==> src/design/ccp_pkg.sv <==
// Package for the three-point circumcentre core: widths, types and constants.
// Used by every module of the block; depends on nothing else.
package ccp_pkg;

    localparam int CW   = 32;            // coordinate width, signed Q16.16
    localparam int DW   = CW + 1;        // difference of two coordinates
    localparam int PW   = 2 * DW;        // product of two differences
    localparam int PPW  = 2 * DW + 1;    // difference times one half of a square sum
    localparam int DETW = PW + 2;        // twice the determinant
    localparam int NW   = DW + PW + 1;   // bisector numerator
    localparam int QB   = CW + 2;        // quotient bits produced by the divider
    localparam int RW   = DETW;          // divider remainder and divisor
    localparam int QW   = QB + 2;        // signed, rounded quotient
    localparam int SW   = QW + 1;        // centre before clamping

    typedef logic signed [CW-1:0]   t_coord;
    typedef logic signed [DW-1:0]   t_diff;
    typedef logic signed [PW-1:0]   t_prod;
    typedef logic        [PW-1:0]   t_sq;
    typedef logic signed [PPW-1:0]  t_pp;
    typedef logic signed [DETW-1:0] t_det;
    typedef logic signed [NW-1:0]   t_num;
    typedef logic        [NW-1:0]   t_unum;
    typedef logic        [RW-1:0]   t_rem;
    typedef logic        [QB-1:0]   t_quo;
    typedef logic signed [QW-1:0]   t_qs;
    typedef logic signed [SW-1:0]   t_sum;

    localparam t_coord COORD_MAX = {1'b0, {(CW-1){1'b1}}};
    localparam t_coord COORD_MIN = {1'b1, {(CW-1){1'b0}}};

    // One division lane: partial remainder, quotient so far and the
    // numerator bits still to be brought down.
    typedef struct packed {
        t_rem rem;
        t_quo quo;
        t_quo num;
        logic neg;
        logic ovf;
    } t_div_lane;

    typedef struct packed {
        t_div_lane lx;
        t_div_lane ly;
        t_rem      ud;
        t_coord    ax;
        t_coord    ay;
        logic      dz;
    } t_div_item;

endpackage

==> src/design/ccp_div_step.sv <==
// One restoring-division step for both centre coordinates.
// Depends on ccp_pkg.
module ccp_div_step (
    input  logic               i_clk,
    input  logic               i_rst_n,
    input  logic               i_en,
    input  logic               i_valid,
    input  ccp_pkg::t_div_item i_item,
    output logic               o_valid,
    output ccp_pkg::t_div_item o_item
);
    import ccp_pkg::*;

    logic      r_valid;
    t_div_item r_item;
    t_div_item n_item;
    t_rem      trx, try_;
    logic      gex, gey;

    always_comb begin
        trx  = {i_item.lx.rem[RW-2:0], i_item.lx.num[QB-1]};
        try_ = {i_item.ly.rem[RW-2:0], i_item.ly.num[QB-1]};
        gex  = trx >= i_item.ud;
        gey  = try_ >= i_item.ud;
        n_item        = i_item;
        n_item.lx.rem = gex ? trx - i_item.ud : trx;
        n_item.ly.rem = gey ? try_ - i_item.ud : try_;
        n_item.lx.quo = {i_item.lx.quo[QB-2:0], gex};
        n_item.ly.quo = {i_item.ly.quo[QB-2:0], gey};
        n_item.lx.num = {i_item.lx.num[QB-2:0], 1'b0};
        n_item.ly.num = {i_item.ly.num[QB-2:0], 1'b0};
    end

    always_ff @(posedge i_clk) begin
        if (!i_rst_n) begin
            r_valid <= 1'b0;
        end else if (i_en) begin
            r_valid <= i_valid;
        end
    end

    always_ff @(posedge i_clk) begin
        if (i_en) begin
            r_item <= n_item;
        end
    end

    assign o_valid = r_valid;
    assign o_item  = r_item;

endmodule

==> config.mk <==
export PLATFORM = sky130hd
export DESIGN_NAME = ccp_div_step
export DESIGN_NICKNAME = d
export VERILOG_FILES = /design/src/design/ccp_pkg.sv /design/src/design/ccp_div_step.sv
export SDC_FILE = /design/constraint.sdc
export NUM_CORES = 1
export LEC_CHECK = 0
export BUFFER_PORTS_ARGS = -buffer_cell sky130_fd_sc_hd__buf_2
export CORE_AREA = 2 2 319 321
export DETAILED_ROUTE_END_ITERATION = 10
export DIE_AREA = 0 0 321 323
export GPL_TIMING_DRIVEN = 0
export PLACE_DENSITY = 0.49
export SYNTH_ARGS = -nofsm -noshare
export SYNTH_HDL_FRONTEND = slang
export SYNTH_SLANG_ARGS = --single-unit
export TNS_END_PERCENT = 20
==> constraint.sdc <==
create_clock -name i_clk -period 4.92 [get_ports i_clk]
set_input_delay 0.492 -clock i_clk [delete_from_list [all_inputs] [get_ports i_clk]]
set_output_delay 0.492 -clock i_clk [all_outputs]
set_load 0.05 [all_outputs]
==> flow_metrics.py <==
metrics = {
    "synth": {
        "synthArstFlopShare_pct": 0,
        "combinational_family_with_the_most_area_after_synthesis": "compound AO/OA/AOI/OAI gates",
        "synth.top_cell.area_share_pct": 54.10,
        "synthesis.area_sq_um": 22590,
        "synthFlopType": "sky130_fd_sc_hd__edfxtp_1",
        "synth.distinct_cells": 83,
        "post_synth_mux_area_share_pct": 3.129,
        "synthDominantAreaCellType": "sky130_fd_sc_hd__edfxtp_1",
        "synthesis.instances": 1993,
        "synth_compound_area_share_pct": 16.99,
        "synth-edff-count": 407,
        "synth.yosys.seq_area_share_pct": 54.18,
        "synth_seq_cells": 408,
        "synthesis.area_per_instance_sq_um": 11.34,
        "post_synth_main_area_contributors": "sky130_fd_sc_hd__edfxtp_1, sky130_fd_sc_hd__ha_1, sky130_fd_sc_hd__a21oi_1, sky130_fd_sc_hd__mux2_2, sky130_fd_sc_hd__nand2_1",
        "post_synthesis_adder_cell_area_fraction_pct": 7.709,
        "synth_xor_xnor_area_share_pct": 4.264,
        "yosys.area_share.simple_pct": 10.21,
        "yosys_warnings": 0,
    },
    "drt": {
        "met3WireLength_microns": 7718,
        "antenna_left": 0,
        "wirelength_met1_microns": 40970,
        "routed_wl_microns": 108100,
        "remaining_drc_errors": 0,
        "met2_length_microns": 56110,
        "via_per_inst": 4.611,
        "drt_pass1_iterations": 5,
        "post_drt_wl_per_cell_microns": 24.66,
        "drt_iter0_drc": 1269,
        "via_count": 20210,
        "highest-signal-layer": "met5",
    },
    "worst_setup_path": {
        "worst-endpoint-required_ns": 5.25,
        "timing.rr.start": "o_valid",
        "crit_path_top_delay_cell": "sky130_fd_sc_hd__nor4_1",
        "worstPathCellList": "buf_2 -> inv_1 -> ha_1 -> nand4_1 -> nor4_1 -> nand4_1 -> a211oi_1 -> o221ai_2 -> clkbuf_8 -> buf_2 -> clkbuf_4 -> nand2_1 -> o31ai_1",
        "crit_path_start_kind": "primary input",
        "worst_r2r_path_depth": 2,
        "timing.critical_path.arrival_ns": 4.96,
        "cp-startpoint": "i_item[120]",
        "crit_path_max_incr_delay_ns": 0.99,
        "crit_type": "primary input to flip-flop",
        "crit_fanout": 10,
        "reg2reg_slack_ns": 4.32,
        "critical_path_capture_point_type": "flip-flop",
        "worstReg2RegEnd": "o_valid",
        "worstSetupEndpoint": "o_item[400]",
    },
    "cts": {
        "root_buffer_cell": "sky130_fd_sc_hd__clkbuf_16",
        "insertion_delay_ns": 0.63,
        "cts_max_level": 2,
        "cts_buffer_depth": 3,
        "cts_inserted_buffers": 52,
        "postCtsSetupRepairBufs": 0,
        "post_cts_clock_slew_at_the_launch_and_capture_registers_of_the_worst_setup_and_hold_paths_ns": 0.06,
        "cts_num_sinks": 408,
        "clock_tree_from_tritoncts": "done",
    },
    "timing": {
        "clock.fmax_ghz": 0.2159,
        "final_max_slew_viol_count": 0,
        "grt_setup_unrepaired": "true",
        "timing_worst_slew_pin_value_ns": 1.430,
        "whs_ns": 0.04801,
        "setup-violations-final": 0,
        "hold_viol_final": 0,
        "finClkSkew_ns": 0,
        "min_period_ns": 4.631,
        "slew-limit-headroom_pct": 2.227,
        "crit_share_post_route_pct": 94.13,
    },
    "pwr": {
        "p_int_w": 0.007634,
        "power.combinational.fraction_pct": 31.0,
        "clock_network_power_share_pct": 33.1,
        "pwr_density_cell_nw_per_um2": 379.6,
        "switching_power_w": 0.004434,
        "p_seq_share_pct": 35.9,
        "switching_share_pct": 36.74,
        "leakage_nw": 13.69,
        "ir_drop_mv": 0.2516,
    },
    "floorplan": {
        "num_rows": 117,
        "x_dimension_of_the_die_microns": 321,
        "floorplan.initialDensity_pct": 22.43,
        "num_io_pins": 823,
        "floorplan.die_area_sq_um": 103700,
        "design.core.area_sq_um": 100700,
        "die_height_microns": 323,
    },
    "run": {
        "max_cap_violations": 1,
    },
    "hold_path": {
        "holdCritPathClass": "primary input to flip-flop",
    },
    "finish": {
        "final-seq-area_sq_um": 12240,
        "synthToLayoutAreaGrowth_pct": 40.73,
        "layout.cells.most_common_list": "sky130_fd_sc_hd__buf_2, sky130_fd_sc_hd__edfxtp_1, sky130_fd_sc_hd__a21oi_1",
        "postLayoutCoreUtil_pct": 31.57,
        "leading_cell_type_in_the_layout_fill_and_taps_excluded": "sky130_fd_sc_hd__buf_2",
        "finish.net_count": 3578,
        "fillers": 10530,
        "multi_input_area_sq_um": 9567,
        "post_route_cells_drive_above_1_share_pct": 33.01,
    },
    "placement": {
        "dp_hpwl_microns": 89180,
        "port_buffers": 816,
        "finalWeightedCongestion": 0.8902,
    },
    "global_routing": {
        "grt_antenna_before_repair": 48,
        "globalRoute.totalOverflow": 0,
        "via_count_of_the_first_global_routing_pass": 19850,
        "first_pass_grt_wire_length_microns": 147000,
        "global_route.usage.total_pct": 19.93,
        "pin_count_of_the_biggest_net_entering_global_routing": 112,
    },
    "run_status": {
        "violations": "max-capacitance violations",
        "status": "complete, but fails checks",
    },
}
==> metal layers <==
metal | track usage [%] | vias up
met5 | 0 | -
met3 | 5.660 | 177
met4 | 5.587 | 46
met1 | 22.11 | 9673
li1 | - | 9621
met2 | 36.91 | 691
==> area by class of cell <==
cell class                 instances  share of cell area (%)
inverter                         121                   1.428
clock buffer                      57                   4.218
timing repair buffer             979                   18.23
antenna                           11                 0.08657
buffer                            69                   1.070
sequential                       408                   38.50
multi-input combinational       1396                   30.09
tap                             1309                   5.151
clock inverter                    33                   1.228
==> worst min path at each step <==
stage	startpoint	to	slack, ns	cells after the start
final	i_item[109]	o_item[109]	0.05	1
after CTS	i_item[290]	o_item[291]	0.00006	1
after detailed placement	o_valid	o_valid	0.51	2
after global routing	i_item[50]	o_item[50]	0.009	1
after floorplan	i_item[0]	o_item[0]	0.59	0
after global placement	o_valid	o_valid	0.50	2
==> kinds of logic (layout without fill, tap and decap cells) <==
kind of cell | Yosys count | after routing
compound gates | 607 | 607
simple gates | 476 | 476
flops | 408 | 408
buf+inv | 190 | 1259
fa+ha+maj | 138 | 138
xor+xnor | 110 | 110
mux | 63 | 63
other cells | 1 | 13
==> sequential cells by signal, indices dropped and copies added, names as in the netlist <==
name / flops
o_item: 407
o_valid: 1
==> cells in the mapped netlist, types with 15 or more instances <==
cell and count:
sky130_fd_sc_hd__o31ai_1 15, sky130_fd_sc_hd__xnor2_1 66, sky130_fd_sc_hd__nand3_1 30, sky130_fd_sc_hd__a21oi_1 195, sky130_fd_sc_hd__mux2_2 59, sky130_fd_sc_hd__a31oi_1 16
sky130_fd_sc_hd__a211oi_1 16, sky130_fd_sc_hd__a21o_1 81, sky130_fd_sc_hd__nand2_1 176, sky130_fd_sc_hd__inv_1 120, sky130_fd_sc_hd__nor3_1 29, sky130_fd_sc_hd__clkbuf_1 33
sky130_fd_sc_hd__and3_1 24, sky130_fd_sc_hd__nor2_1 86, sky130_fd_sc_hd__o21a_1 20, sky130_fd_sc_hd__xor2_1 44, sky130_fd_sc_hd__ha_1 136, sky130_fd_sc_hd__edfxtp_1 407
sky130_fd_sc_hd__buf_2 28, sky130_fd_sc_hd__o21ai_0 129, sky130_fd_sc_hd__nand4_1 40, sky130_fd_sc_hd__o21bai_1 38
==> through the flow <==
stage | total power (W) | TNS (ns) | cell area (sq um) | worst slack [ns] | cells
final | 0.01207 | 0 | 31800 | 0.2887 | 4383
after floorplan | 0.006822 | 0 | 22600 | 1.495 | 1994
after detailed placement | 0.008069 | -40.69 | 28440 | -0.6324 | 4123
after global routing | 0.01260 | -0.02966 | 31780 | -0.01945 | 4378
after CTS | 0.01226 | 0 | 31760 | 0.0009077 | 4372
after global placement | 0.008106 | -1430.22 | 28320 | -3.645 | 4119
==> power groups by stage <==
stage | Clock (W) | Combinational (W) | Sequential [W]
finish | 0.00399 | 0.00374 | 0.00434
global route | 0.00424 | 0.00399 | 0.00437
CTS | 0.00413 | 0.00379 | 0.00434
detailed placement | 0 | 0.00367 | 0.00440
global placement | 0 | 0.00366 | 0.00445
floorplan | 0 | 0.00118 | 0.00564
==> worst max-delay path: cells and delay by family <==
kind            cells  cell delay (ns)
compound gates      3             1.06
fa+ha+maj           1             0.46
buf+inv             5             1.17
simple gates        4             1.73
==> what timing repair did <==
item                                    in CTS  in global routing
hold buffers                               159                  0
endpoints found under the setup margin       0                 22
hold endpoints to repair                   159                  0
resized for setup                            0                  2
No activity file was read; power rests on OpenSTA's default activity.
