`src/design/ccp_pkg.sv`:
```
// Package for the three-point circumcentre core: widths, types and constants.
// Used by every module of the block; depends on nothing else.
package ccp_pkg;

    localparam int CW   = 32;            // coordinate width, signed Q16.16
    localparam int DW   = CW + 1;        // difference of two coordinates
    localparam int PW   = 2 * DW;        // product of two differences
    localparam int PPW  = 2 * DW + 1;    // difference times one half of a square sum
    localparam int DETW = PW + 2;        // twice the determinant
    localparam int NW   = DW + PW + 1;   // bisector numerator
    localparam int QB   = CW + 2;        // quotient bits produced by the divider
    localparam int RW   = DETW;          // divider remainder and divisor
    localparam int QW   = QB + 2;        // signed, rounded quotient
    localparam int SW   = QW + 1;        // centre before clamping

    typedef logic signed [CW-1:0]   t_coord;
    typedef logic signed [DW-1:0]   t_diff;
    typedef logic signed [PW-1:0]   t_prod;
    typedef logic        [PW-1:0]   t_sq;
    typedef logic signed [PPW-1:0]  t_pp;
    typedef logic signed [DETW-1:0] t_det;
    typedef logic signed [NW-1:0]   t_num;
    typedef logic        [NW-1:0]   t_unum;
    typedef logic        [RW-1:0]   t_rem;
    typedef logic        [QB-1:0]   t_quo;
    typedef logic signed [QW-1:0]   t_qs;
    typedef logic signed [SW-1:0]   t_sum;

    localparam t_coord COORD_MAX = {1'b0, {(CW-1){1'b1}}};
    localparam t_coord COORD_MIN = {1'b1, {(CW-1){1'b0}}};

    // One division lane: partial remainder, quotient so far and the
    // numerator bits still to be brought down.
    typedef struct packed {
        t_rem rem;
        t_quo quo;
        t_quo num;
        logic neg;
        logic ovf;
    } t_div_lane;

    typedef struct packed {
        t_div_lane lx;
        t_div_lane ly;
        t_rem      ud;
        t_coord    ax;
        t_coord    ay;
        logic      dz;
    } t_div_item;

endpackage

```
`src/design/ccp_finish.sv`:
```
// Back end: rounds the quotients, adds the first point, clamps and holds
// the result register. Depends on ccp_pkg.
module ccp_finish (
    input  logic               i_clk,
    input  logic               i_rst_n,
    input  logic               i_en,
    input  logic               i_valid,
    input  ccp_pkg::t_div_item i_item,
    output logic               o_valid,
    output ccp_pkg::t_coord    o_center_x,
    output ccp_pkg::t_coord    o_center_y,
    output logic               o_valid_res,
    output logic               o_saturated
);
    import ccp_pkg::*;

    logic   r1_valid, r_valid;
    t_qs    r1_qx, r1_qy;
    logic   r1_ovfx, r1_ovfy, r1_dz;
    t_coord r1_ax, r1_ay;
    t_coord r_cx, r_cy;
    logic   r_vres, r_sat;

    t_qs    n1_qx, n1_qy;
    t_sum   sx, sy;
    t_coord n_cx, n_cy;
    logic   satx, saty;

    always_comb begin
        n1_qx = t_qs'(i_item.lx.quo)
              + t_qs'({i_item.lx.rem, 1'b0} >= {1'b0, i_item.ud});
        n1_qy = t_qs'(i_item.ly.quo)
              + t_qs'({i_item.ly.rem, 1'b0} >= {1'b0, i_item.ud});
        if (i_item.lx.neg) begin
            n1_qx = -n1_qx;
        end
        if (i_item.ly.neg) begin
            n1_qy = -n1_qy;
        end
    end

    always_comb begin
        sx = t_sum'(r1_ax) + t_sum'(r1_qx);
        sy = t_sum'(r1_ay) + t_sum'(r1_qy);
        satx = 1'b1;
        saty = 1'b1;
        if (r1_ovfx) begin
            n_cx = r1_qx[QW-1] ? COORD_MIN : COORD_MAX;
        end else if (sx > t_sum'(COORD_MAX)) begin
            n_cx = COORD_MAX;
        end else if (sx < t_sum'(COORD_MIN)) begin
            n_cx = COORD_MIN;
        end else begin
            n_cx = t_coord'(sx);
            satx = 1'b0;
        end
        if (r1_ovfy) begin
            n_cy = r1_qy[QW-1] ? COORD_MIN : COORD_MAX;
        end else if (sy > t_sum'(COORD_MAX)) begin
            n_cy = COORD_MAX;
        end else if (sy < t_sum'(COORD_MIN)) begin
            n_cy = COORD_MIN;
        end else begin
            n_cy = t_coord'(sy);
            saty = 1'b0;
        end
    end

    always_ff @(posedge i_clk) begin
        if (!i_rst_n) begin
            r1_valid <= 1'b0;
            r_valid  <= 1'b0;
        end else if (i_en) begin
            r1_valid <= i_valid;
            r_valid  <= r1_valid;
        end
    end

    always_ff @(posedge i_clk) begin
        if (i_en) begin
            r1_qx   <= n1_qx;
            r1_qy   <= n1_qy;
            r1_ovfx <= i_item.lx.ovf;
            r1_ovfy <= i_item.ly.ovf;
            r1_dz   <= i_item.dz;
            r1_ax   <= i_item.ax;
            r1_ay   <= i_item.ay;
            r_cx    <= r1_dz ? '0 : n_cx;
            r_cy    <= r1_dz ? '0 : n_cy;
            r_vres  <= !r1_dz;
            r_sat   <= !r1_dz && (satx || saty);
        end
    end

    assign o_valid     = r_valid;
    assign o_center_x  = r_cx;
    assign o_center_y  = r_cy;
    assign o_valid_res = r_vres;
    assign o_saturated = r_sat;

endmodule

```
`config.mk`:
```
export PLATFORM = sky130hd
export DESIGN_NAME = ccp_finish
export DESIGN_NICKNAME = d
export VERILOG_FILES = /design/src/design/ccp_pkg.sv /design/src/design/ccp_finish.sv
export SDC_FILE = /design/constraint.sdc
export NUM_CORES = 1
export LEC_CHECK = 0
export BUFFER_PORTS_ARGS = -buffer_cell sky130_fd_sc_hd__buf_2
export CAP_MARGIN = 20
export CELL_PAD_IN_SITES_DETAIL_PLACEMENT = 1
export CELL_PAD_IN_SITES_GLOBAL_PLACEMENT = 1
export CORE_MARGIN = 2
export CORE_UTILIZATION = 41
export CTS_CLUSTER_DIAMETER = 150
export DETAILED_ROUTE_END_ITERATION = 6
export PLACE_DENSITY_LB_ADDON = 0.1
export SLEW_MARGIN = 20
export SYNTH_ARGS = -nofsm -noshare
export SYNTH_HDL_FRONTEND = slang
export SYNTH_SLANG_ARGS = --single-unit
export TNS_END_PERCENT = 50
```
`constraint.sdc`:
```
create_clock -name i_clk -period 8 [get_ports i_clk]
set_clock_uncertainty 0.2 [all_clocks]
set_input_delay 0.8 -clock i_clk [delete_from_list [all_inputs] [get_ports i_clk]]
set_output_delay 0.8 -clock i_clk [all_outputs]
set_load 0.05 [all_outputs]
```
==> metrics.md, run 1 <==
| Metric | Value |
|---|---|
| Worst hold path class | `in2reg` |
| Maximum clock frequency | `~0.16 GHz` |
| Number of buffers inserted to repair setup after CTS | `0` |
| Post-Syn Instances | `1905` |
| WS Path Type | `in2reg` |
| Data required time of the worst path | `between 8 and 9 ns` |
| Final core occ | `49.6%` |
| Dominant synthesized flop cell | `sky130_fd_sc_hd__edfxtp_1` |
| Leakage | `9.14 nW` |
| Synthesized area | `roughly 0.018 mm2` |
| Filler-free cell count of the finished design | `approximately 2800` |
| Area used by sequential logic in the layout | `about 0.0062 mm2` |
| DRC errors left | `0` |
| Detailed-route wire length per cell | `between 20 and 25 um` |
| Routability congestion estimate | `slightly above 0.9` |
| Post-detailed-route count of antenna-violating nets | `0` |
| Fraction of synthesized cell area taken by the top area cell type | `between 30% and 40%` |
| Via count of the first global-routing pass | `roughly 16000` |
| HPWL reported at the end of detailed placement | `~50000 um` |
| Post-Route WL | `around 58000 um` |
| Ratio of cells with drive above 1 in the final layout | `a little over a fifth` |
| Number of nets in the synthesized netlist | `~2500` |
| Total gr overflow | `0` |
| Critical path launch point type | `input port` |
| Number of buffers added on ports | `just over 400` |
| PD cells | `about 190 mW/mm2` |
| Maximum VDD drop | `between 0.0001 and 0.00015 V` |
| Max cap viols | `0` |
| TritonRoute pass-1 iters | `4` |
| Cell with the largest stage delay on the worst path | `sky130_fd_sc_hd__or4_1` |
| Transition time at the pin with the least slew margin | `roughly 1.0 ns` |
| Startpoint of the lowest-slack register-to-register path | `r1_qx[0]` |
| Biggest area contributors in the synthesized netlist | `sky130_fd_sc_hd__edfxtp_1 (35%), sky130_fd_sc_hd__ha_1 (15%), sky130_fd_sc_hd__xnor2_1 (6.1%)` |
| CTS tree | `built` |
| Startpoint of the most critical setup path | `i_item[87]` |
| Total count of hold-check failures in the final report | `0` |
| Pre-CTS setup slack | `1.14 ns` |
| Crit path largest cell delay | `0.75 ns` |
| Cell chain of the critical path | `buf_2 > inv_1 > ha_1 > a21o_1 > a21o_1 > a21o_1 > a21o_1 > a21o_1 > a21oi_1 > nor2_1 > o21a_1 > o31ai_1 > o211ai_1 > ha_1 > ha_1 > inv_1 > or4_1 > nor3_2 > mux2_2 > o31ai_1 > and2_0 > nand4_1 > o31ai_1 > xor2_1` |
| Count of state elements after synthesis | `between 200 and 250` |
| Vias per cell | `around 5.6` |
| Worst setup slack after layout | `roughly 1.6 ns` |
| First-pass GRT wire length | `roughly 89000 um` |
| Max Fanout on Critical Path | `9` |
| Post-synthesis area per instance | `between 9 and 10 um2` |
| Clk slew on worst S/H paths | `~0.060 ns` |
| Clock buffer count from CTS | `24` |
| Synth async-reset ratio | `0%` |
| Initial antenna violation count | `19` |
| Post-cts repair resize count | `0` |
| Total routing usage reported by global routing | `between 20% and 30%` |
| Yosys warning count | `0` |
| Time the worst path needs with I/O delays and setup | `approximately 6.4 ns` |
| Synth area leader | `sky130_fd_sc_hd__edfxtp_1` |
| Die Span Y | `211 um` |
| Total via count in the routed design | `16000` |
| Die Area | `approximately 0.045 mm2` |
| Final Cycle Share | `about four fifths` |
| Setup repair after global routing missed its margin | `false` |
| Sum of negative setup slack | `0 ns` |
| Clock sink count | `about 210` |
| Largest net degree at the start of global routing | `slightly below 80` |
| CTS root buffer | `sky130_fd_sc_hd__clkbuf_16` |
| Number of placed cells counting well taps | `between 2000 and 3000` |
| Total core area | `0.0422 mm2` |
| Unique cell type count in the Yosys netlist | `between 70 and 80` |
| Post-synth EDFFs | `about 210` |
| Slew margin rel. | `a little under a third` |
| Fin nets | `around 2900` |
| Multi-input gate area in the final layout | `between 0.01 and 0.015 mm2` |
| Endpoint type of the worst setup path | `flop` |
| Maximum level of the CTS H-tree | `1` |
| Number of top-level design ports | `480` |
| Crit path top cell by count | `sky130_fd_sc_hd__a21o_1` |
| P&R area growth vs syn | `18.8%` |
| Number of buffers inserted by hold repair at cts | `0` |
| Max Transition Viols Final | `0` |
| Width of the chip | `211 um` |
| DR iter-0 viols | `about 800` |
| Initial Util | `a little over two fifths` |
| Buffer depth of the longest clock path | `3` |
| Part of the Yosys area used for sequential elements | `between 30% and 40%` |
| Row Count | `75` |
| Status | `complete, no violations` |
| Fillers | `slightly below 5000` |
| Crit path arrival time | `approximately 6.4 ns` |
| Hold path start | `i_item[55]` |
| Min Hold Slack | `0.238 ns` |
| Later-pin clock latency in the skew report | `between 0.5 and 0.6 ns` |
| Final setup fails | `0` |
-- worst paths after layout --
check	endpoint	slack (ns)	cells past startpoint
worst min register to register	o_valid	0.31	2
worst max-delay path	r1_qy[30]	1.63	24
worst max register to register	o_center_x[15]	3.23	13
worst min-delay path	r1_ax[22]	0.24	1
-- cell families (layout without fill, tap and decap cells) --
family                     count (synthesis)  count (layout)  share of synthesized area, %
DFF                                      207             207                          35.2
other                                      0               9                             0
AOI/OAI and AO/OA                        503             503                          17.9
adders and majority gates                214             214                          15.3
and+or+nand+nor                          590             590                          16.9
xor gates and xnor gates                 200             200                          9.94
buffers and inverters                    175             563                          3.90
muxes                                     16              16                         0.959
-- synth_stat cells (all sizes together) (5+ instances only) --
cell    instances
ha            212
edfxtp        205
nand2         153
a21oi         150
o21ai         138
xnor2         123
nor2          101
inv           100
nand3          85
xor2           77
a21o           70
nand4          66
clkbuf         59
nor3           34
nor2b          29
nand2b         26
and3           21
a31oi          19
and2           17
o211ai         16
o31ai          16
a211oi         15
buf            15
o21a           15
or3            13
and4           11
nor4           11
o21bai         10
mux2i           9
or2             9
mux2            7
o31a            5
-- worst max-delay path: cells and delay by family --
kind	cells	cell delay (ns)
simple gates	5	2.12
xor+xnor	1	0.12
mux	1	0.39
fa+ha+maj	3	0.94
compound gates	11	1.76
buf+inv	3	0.29
-- cell usage in the layout, fill, tap and decap left out, types with 26 or more instances in the layout --
| cell type | instances |
|---|---|
| sky130_fd_sc_hd__ha_1 | 212 |
| sky130_fd_sc_hd__xor2_1 | 77 |
| sky130_fd_sc_hd__a21o_1 | 70 |
| sky130_fd_sc_hd__nand2b_1 | 26 |
| sky130_fd_sc_hd__inv_1 | 100 |
| sky130_fd_sc_hd__edfxtp_1 | 205 |
| sky130_fd_sc_hd__a21oi_1 | 150 |
| sky130_fd_sc_hd__nand2_1 | 153 |
| sky130_fd_sc_hd__nor2b_1 | 29 |
| sky130_fd_sc_hd__buf_2 | 410 |
| sky130_fd_sc_hd__o21ai_0 | 124 |
| sky130_fd_sc_hd__nand4_1 | 66 |
| sky130_fd_sc_hd__xnor2_1 | 123 |
| sky130_fd_sc_hd__nand3_1 | 85 |
| sky130_fd_sc_hd__nor2_1 | 101 |
| sky130_fd_sc_hd__nor3_1 | 33 |
-- state kept, by name, indices dropped and copies added (netlist names), 32 cells and up --
name / cells
o_center_x: 32
o_center_y: 32
r1_ay: 32
r1_ax: 32
r1_qy: 36
r1_qx: 36
-- power breakdown --
group | switching, mW | total, mW | internal (mW) | leakage, nW
combinational | 0.896 | 1.41 | 0.510 | 6.71
sequential | 0.0556 | 1.40 | 1.34 | 2.05
clock | 0.452 | 1.10 | 0.653 | 0.381
total | 1.40 | 3.91 | 2.51 | 9.14
-- layer usage --
layer | vias to the layer above | share of wire, % | GRT usage, % | routed length, um
met5 | - | 0.17 | 0 | 97
met4 | 16 | 3.5 | 9.32 | 2050
met3 | 114 | 5.5 | 4.48 | 3220
met2 | 416 | 48 | 43.6 | 27600
met1 | 7604 | 43 | 32.1 | 25100
li1 | 7808 | - | - | -
-- stage by stage --
stage / instance area (um2) / power, mW
detailed placement: 20100 / 2.82
CTS: 20900 / 3.94
floorplan: 17600 / 2.37
global route: 20900 / 4.14
finish: 20900 / 3.91
global placement: 20100 / 2.78
-- area by class of cell --
| cell class | instances | share of cell area (%) |
|---|---|---|
| Clock buffer | 27 | 2.92 |
| Multi-Input combinational cell | 1523 | 51.3 |
| Sequential cell | 207 | 29.6 |
| Tap cell | 539 | 3.22 |
| Antenna cell | 9 | 0.108 |
| Clock inverter | 16 | 0.867 |
| Timing Repair Buffer | 419 | 10.2 |
| Inverter | 101 | 1.81 |
Power figures use the tool's default switching activity.
==> run 2: changes to the inputs <==
- clock period: 8 -> 6.6 ns (I/O delays scaled with it)
==> run 2 against run 1 <==
Effect of this change:
- worst setup slack worse by 1.0 ns
- power up 19%
- sequential cell count unchanged
- sequential share of layout area down 0.079 points
- first-iteration DRC count down 18%
- largest power group unchanged
==> metrics.md, run 2 (synthesis results as in run 1) <==
| Metric | Value |
|---|---|
| Width of the chip | `211 um (unchanged)` |
| P&R area growth vs syn | `19.1%` |
| Buffering stage count on the worst path with inverters included | `3 (unchanged)` |
| Post-Route WL | `58100 um (+0.28%)` |
| Ratio of cells with drive above 1 in the final layout | `22.0% (+0.56 points)` |
| Multi-input gate area in the final layout | `0.0107 mm2 (about the same)` |
| Critical path launch point type | `input port` |
| Max cap viols | `0 (unchanged)` |
| Initial antenna violation count | `10 (-9)` |
| Max Fanout on Critical Path | `7 (-2)` |
| Data required time of the worst path | `6.67 ns (-1.39 ns)` |
| Transition time at the pin with the least slew margin | `0.978 ns (-0.0644 ns)` |
| Final Cycle Share | `between 90% and 100%` |
| First-pass GRT wire length | `89900 um (+0.96%)` |
| Sum of negative setup slack | `0 ns (unchanged)` |
| DR iter-0 viols | `644 (-18%)` |
| HPWL reported at the end of detailed placement | `49400 um (+0.92%)` |
| Clk slew on worst S/H paths | `0.06 ns (about the same)` |
| Later-pin clock latency in the skew report | `0.53 ns (about the same)` |
| Cell with the largest stage delay on the worst path | `sky130_fd_sc_hd__a2111oi_0` |
| Gate family responsible for the most delay along the worst path | `compound AO/OA/AOI/OAI gates` |
| Initial Util | `41.7% (unchanged)` |
| Post-detailed-route count of antenna-violating nets | `0 (unchanged)` |
| Detailed-route wire length per cell | `20.4 um (-0.14%)` |
| Most common cell after layout, fill and taps aside | `sky130_fd_sc_hd__buf_2` |
| Die Area | `0.0447 mm2 (unchanged)` |
| Cell chain of the critical path | `buf_2 > inv_1 > ha_1 > a21o_1 > a21oi_1 > nor2b_1 > o311ai_0 > o211ai_1 > a21oi_1 > o21ai_0 > a2111oi_0 > buf_4 > o41ai_1 > ha_1 > ha_1 > xor2_1 > nor3_1 > nand4_1 > or3b_2 > nor2_1 > nand3_1 > or2_1 > o31ai_1 > xnor2_1` |
| Fin nets | `2918 (+0.52%)` |
| Number of top-level design ports | `480 (unchanged)` |
| Highest-count cells in the layout ignoring fill and taps | `sky130_fd_sc_hd__buf_2 (410), sky130_fd_sc_hd__ha_1 (212), sky130_fd_sc_hd__edfxtp_1 (205)` |
| Post-cts repair resize count | `0 (unchanged)` |
| Total count of hold-check failures in the final report | `0 (unchanged)` |
| Clock sink count | `207 (unchanged)` |
| Maximum VDD drop | `0.000190 V (+36%)` |
| Largest regs | `r1_qx x36, r1_qy x36` |
| Crit path arrival time | `6.06 ns (-0.37 ns)` |
| CTS tree | `built` |
| Number of placed cells counting well taps | `2804 (+0.54%)` |
| Max Transition Viols Final | `0 (unchanged)` |
| Total routing usage reported by global routing | `25.6% (+0.19 points)` |
| Crit path largest cell delay | `0.62 ns (-0.13 ns)` |
| Number of buffers inserted to repair setup after CTS | `0 (unchanged)` |
| Maximum level of the CTS H-tree | `1 (unchanged)` |
| PD cells | `222 mW/mm2 (+19%)` |
| Filler-free cell count of the finished design | `2853 (+0.42%)` |
| Final setup fails | `0 (unchanged)` |
| Time the worst path needs with I/O delays and setup | `around 6 ns` |
| Maximum clock frequency | `0.167 GHz` |
| Number of buffers added on ports | `411 (unchanged)` |
| Crit path top cell by count | `sky130_fd_sc_hd__ha_1` |
| WS Path Type | `in2reg` |
| DRC errors left | `0 (unchanged)` |
| CTS root buffer | `sky130_fd_sc_hd__clkbuf_16` |
| Leakage | `9.20 nW (+0.65%)` |
| Number of buffers inserted by hold repair at cts | `0 (unchanged)` |
| Via count of the first global-routing pass | `16600 (+0.46%)` |
| Clock buffer count from CTS | `24 (unchanged)` |
| Area used by sequential logic in the layout | `0.00620 mm2 (unchanged)` |
| Worst hold path class | `in2reg` |
| Vias per cell | `5.56 (-0.95%)` |
| Fillers | `5009 (+0.93%)` |
| Endpoint type of the worst setup path | `flop` |
| Total gr overflow | `0 (unchanged)` |
| Status | `complete, no violations` |
| Routability congestion estimate | `0.928 (+1.4%)` |
| Buffer depth of the longest clock path | `3 (unchanged)` |
| Die Span Y | `211 um (unchanged)` |
| Setup repair after global routing missed its margin | `false` |
| TritonRoute pass-1 iters | `5 (+1)` |
| Largest net degree at the start of global routing | `78 (+1.3%)` |
| Row Count | `75 (unchanged)` |
| Total core area | `0.0422 mm2 (unchanged)` |
| Total via count in the routed design | `15900 (-0.53%)` |
| Slew margin rel. | `34.8% (+4.3 points)` |
-- run 2: cell types whose count changed in the layout (fill, tap and decap cells not counted) --
cell / previous run / this run
sky130_fd_sc_hd__clkbuf_16: 24 / 25
sky130_fd_sc_hd__buf_4: 8 / 23
sky130_fd_sc_hd__inv_6: 4 / 2
sky130_fd_sc_hd__bufinv_16: 3 / 1
sky130_fd_sc_hd__clkinv_2: 2 / 6
sky130_fd_sc_hd__clkinv_1: 5 / 4
sky130_fd_sc_hd__a211o_1: 4 / 3
sky130_fd_sc_hd__diode_2: 9 / 7
sky130_fd_sc_hd__clkinv_8: 1 / 0
sky130_fd_sc_hd__a211o_2: 0 / 1
-- run 2: power breakdown --
part | switching (mW) | internal [mW] | leakage [nW]
logic | 1.08 | 0.623 | 6.78
clock network | 0.528 | 0.729 | 0.363
registers | 0.0665 | 1.63 | 2.05
-- run 2: area by class of cell --
class                      instances  area share, %
inverter                         101           1.81
timing repair buffer             434           10.7
sequential                       207           29.5
clock buffer                      28           3.03
antenna                            7         0.0834
multi-input combinational       1523           51.2
clock inverter                    14          0.495
tap                              539           3.21
-- run 2: final timing paths --
check / depth (start not counted) / to / from / slack, ns
min: 1 / r1_ax[21] / i_item[54] / 0.1
max: 24 / r1_qx[33] / i_item[67] / 0.61
max reg2reg: 13 / o_center_x[15] / r1_qx[0] / 2.08
min reg2reg: 2 / o_valid / o_valid / 0.33
-- run 2: worst register-to-register path, cell delays in order (launching register included) --
cell and delay, ns:
sky130_fd_sc_hd__edfxtp_1 0.44, sky130_fd_sc_hd__ha_1 0.25, sky130_fd_sc_hd__inv_1 0.07, sky130_fd_sc_hd__fa_1 0.20, sky130_fd_sc_hd__nand2b_1 0.14, sky130_fd_sc_hd__a21oi_1 0.09
sky130_fd_sc_hd__nor3b_1 0.45, sky130_fd_sc_hd__o21ai_2 0.18, sky130_fd_sc_hd__a211oi_2 0.46, sky130_fd_sc_hd__o31ai_2 0.14, sky130_fd_sc_hd__xnor2_1 0.21, sky130_fd_sc_hd__or4_4 0.53
sky130_fd_sc_hd__a211o_2 0.59, sky130_fd_sc_hd__o21ai_0 0.36
-- run 2: metal layers --
metal  GRT usage [%]  up-vias  share of wire, %
met4            5.56        8               1.8
li1                -     7834                 -
met1            32.8     7593                44
met2            45.4      373                49
met5               0        -             0.088
met3            4.14       65               5.0
-- run 2: stage by stage --
stage	worst slack (ns)	instance area (um2)	utilization, %	total power, mW	hold WS, ns
finish	0.608	21000	49.7	4.66	0.0966
global route	0.120	21000	49.7	4.92	0.0774
CTS	0.599	21000	49.7	4.69	0.0729
detailed placement	0.0504	20200	47.9	3.42	0.323
global placement	0.180	20200	47.9	3.37	0.291
floorplan	0.948	17600	-	2.87	0.282
==> run 3: changes to the inputs <==
- BUFFER_PORTS_ARGS: -buffer_cell sky130_fd_sc_hd__buf_2 -> unset
- CORE_UTILIZATION: 41 -> 45
- DONT_BUFFER_PORTS: unset -> 1
==> run 3 against run 2 <==
Effect of this change:
- register-to-register slack got worse by 0.02 ns
- largest cell class unchanged
- critical endpoint is now r1_qy[30]
- clock power barely moved
- combinational power fell by 23%
- maximum frequency rose by 1.4%
- critical path type unchanged
- highest routed layer unchanged
- utilization fell by 0.62 points
- cell count fell by 15%
- hold slack got worse by 0.069 ns
==> metrics.md, run 3 (synthesis results as in run 1) <==
| Metric | Value |
|---|---|
| CTS tree | `built` |
| Leakage | `7.54 nW (-18%)` |
| WS Path Type | `in2reg` |
| Crit path arrival time | `5.98 ns (-0.08 ns)` |
| Transition time at the pin with the least slew margin | `0.863 ns (-0.116 ns)` |
| Sum of negative setup slack | `0 ns (unchanged)` |
| Worst reg2reg setup slack | `2.06 ns (-0.02 ns)` |
| Status | `complete, no violations` |
| Filler-free cell count of the finished design | `2435 (-15%)` |
| P&R area growth vs syn | `7.68%` |
| Endpoint type of the worst setup path | `flop` |
| Total via count in the routed design | `14600 (-8.0%)` |
| Width of the chip | `202 um (-4.5%)` |
| Total gr overflow | `0 (unchanged)` |
| Critical path launch point type | `input port` |
| Largest regs | `r1_qx x36, r1_qy x36` |
| Max Transition Viols Final | `0 (unchanged)` |
| Vias per cell | `6.00 (+7.8%)` |
| Buffer depth of the longest clock path | `3 (unchanged)` |
| Post-detailed-route count of antenna-violating nets | `0 (unchanged)` |
| Fin nets | `2510 (-14%)` |
| Most common cell after layout, fill and taps aside | `sky130_fd_sc_hd__ha_1` |
| TritonRoute pass-1 iters | `5 (unchanged)` |
| Via count of the first global-routing pass | `15200 (-8.4%)` |
| Later-pin clock latency in the skew report | `0.53 ns (about the same)` |
| Total power | `4.45 mW (-4.4%)` |
| Fillers | `4341 (-13%)` |
| Initial Util | `45.6% (+3.9 points)` |
| Initial antenna violation count | `17 (+7)` |
| Final setup fails | `0 (unchanged)` |
| Max cap viols | `0 (unchanged)` |
| Number of buffers inserted to repair setup after CTS | `0 (unchanged)` |
| Post-Route WL | `55700 um (-4.2%)` |
| Worst hold path class | `in2reg` |
| Total count of hold-check failures in the final report | `0 (unchanged)` |
| Number of placed cells counting well taps | `2363 (-16%)` |
| Maximum VDD drop | `0.000154 V (-19%)` |
| Post-cts repair resize count | `0 (unchanged)` |
| Clock buffer count from CTS | `23 (-4.2%)` |
| Total routing usage reported by global routing | `26.5% (+0.90 points)` |
| Row Count | `72 (-4.0%)` |
| Final Cycle Share | `89.6% (-1.2 points)` |
| HPWL reported at the end of detailed placement | `45900 um (-7.0%)` |
| Time the worst path needs with I/O delays and setup | `5.91 ns (-0.0805 ns)` |
| Number of top-level design ports | `480 (unchanged)` |
| Maximum level of the CTS H-tree | `1 (unchanged)` |
| Die Area | `0.0408 mm2 (-8.7%)` |
| Final core occ | `49.1% (-0.62 points)` |
| Die Span Y | `202 um (-4.5%)` |
| First-pass GRT wire length | `85300 um (-5.2%)` |
| Setup repair after global routing missed its margin | `false` |
| Maximum clock frequency | `0.169 GHz (+1.4%)` |
| Number of buffers inserted by hold repair at cts | `13 (+13)` |
| Routability congestion estimate | `0.920 (-0.86%)` |
| Total core area | `0.0386 mm2 (-8.5%)` |
| Largest net degree at the start of global routing | `208 (+170%)` |
| Detailed-route wire length per cell | `22.9 um (+12%)` |
| Highest-count cells in the layout ignoring fill and taps | `sky130_fd_sc_hd__ha_1 (212), sky130_fd_sc_hd__edfxtp_1 (205), sky130_fd_sc_hd__nand2_1 (153)` |
| Number of buffers added on ports | `0 (-100%)` |
| Ratio of cells with drive above 1 in the final layout | `4.48% (-18 points)` |
| Max Fanout on Critical Path | `9 (+2)` |
| Slew margin rel. | `42.3% (+7.5 points)` |
| Data required time of the worst path | `6.67 ns (about the same)` |
| Min Hold Slack | `0.0272 ns (-0.0694 ns)` |
| DRC errors left | `0 (unchanged)` |
| DR iter-0 viols | `615 (-4.5%)` |
| Clock sink count | `207 (unchanged)` |
| CTS root buffer | `sky130_fd_sc_hd__clkbuf_16` |
| Clk slew on worst S/H paths | `0.06 ns (about the same)` |
| PD cells | `235 mW/mm2 (+5.8%)` |
-- run 3: power by group --
group	leakage, nW	switching, mW	internal, mW
Clock	0.343	0.524	0.717
Sequential	2.05	0.261	1.63
Combinational	5.15	0.797	0.522
Total	7.54	1.58	2.87
-- run 3: worst paths after layout --
kind / from / end / cells past startpoint
worst max-delay path: i_item[66] / r1_qy[30] / 24
worst max register to register: r1_qx[13] / o_center_x[23] / 11
worst min register to register: r1_valid / o_valid / 2
worst min-delay path: i_item[14] / r1_ay[13] / 0
-- run 3: stage by stage --
| step | area, um2 | setup slack (ns) |
|---|---|---|
| 6_report | 19000 | 0.689 |
| 5_1_grt | 19000 | 0.294 |
| 4_1_cts | 18900 | 0.776 |
| 3_5_place_dp | 18100 | 0.200 |
| 3_3_place_gp | 18100 | 0.404 |
| 2_1_floorplan | 17600 | 0.948 |
-- run 3: layout make-up --
| type | instances | area [um2] | share of cell area [%] |
|---|---|---|---|
| Multi-Input combinational cell | 1523 | 10800 | 56.7 |
| Sequential cell | 207 | 6200 | 32.7 |
| Tap cell | 518 | 648 | 3.42 |
| Clock buffer | 27 | 591 | 3.11 |
| Inverter | 101 | 379 | 2.00 |
| Timing Repair Buffer | 27 | 235 | 1.24 |
| Clock inverter | 14 | 126 | 0.666 |
| Antenna cell | 18 | 45.0 | 0.237 |
-- run 3: critical path, stage by stage --
cell and delay, ns:
sky130_fd_sc_hd__inv_1 0.05, sky130_fd_sc_hd__ha_1 0.27, sky130_fd_sc_hd__nor2b_1 0.12, sky130_fd_sc_hd__o21a_1 0.11, sky130_fd_sc_hd__o21ai_0 0.06, sky130_fd_sc_hd__nand2b_1 0.07, sky130_fd_sc_hd__a21oi_1 0.07, sky130_fd_sc_hd__o31ai_1 0.22
sky130_fd_sc_hd__o21ai_0 0.12, sky130_fd_sc_hd__a21oi_1 0.15, sky130_fd_sc_hd__a211oi_1 0.10, sky130_fd_sc_hd__buf_4 0.16, sky130_fd_sc_hd__o211ai_1 0.25, sky130_fd_sc_hd__ha_1 0.26, sky130_fd_sc_hd__ha_1 0.37, sky130_fd_sc_hd__inv_1 0.15
sky130_fd_sc_hd__nor3_1 0.61, sky130_fd_sc_hd__mux2_2 0.41, sky130_fd_sc_hd__o31a_1 0.31, sky130_fd_sc_hd__or3_1 0.38, sky130_fd_sc_hd__nor2b_1 0.34, sky130_fd_sc_hd__nand4_1 0.26, sky130_fd_sc_hd__o31ai_1 0.36, sky130_fd_sc_hd__xor2_1 0.12
-- run 3: metal layers --
| layer | track usage (%) | up-vias | part of all wire [%] | routed length, um |
|---|---|---|---|---|
| met5 | 0 | - | 0.020 | 11 |
| met4 | 9.93 | 2 | 3.4 | 1890 |
| met3 | 4.90 | 81 | 5.8 | 3230 |
| met2 | 46.5 | 399 | 49 | 27100 |
| met1 | 32.4 | 7108 | 42 | 23400 |
| li1 | - | 7011 | - | - |
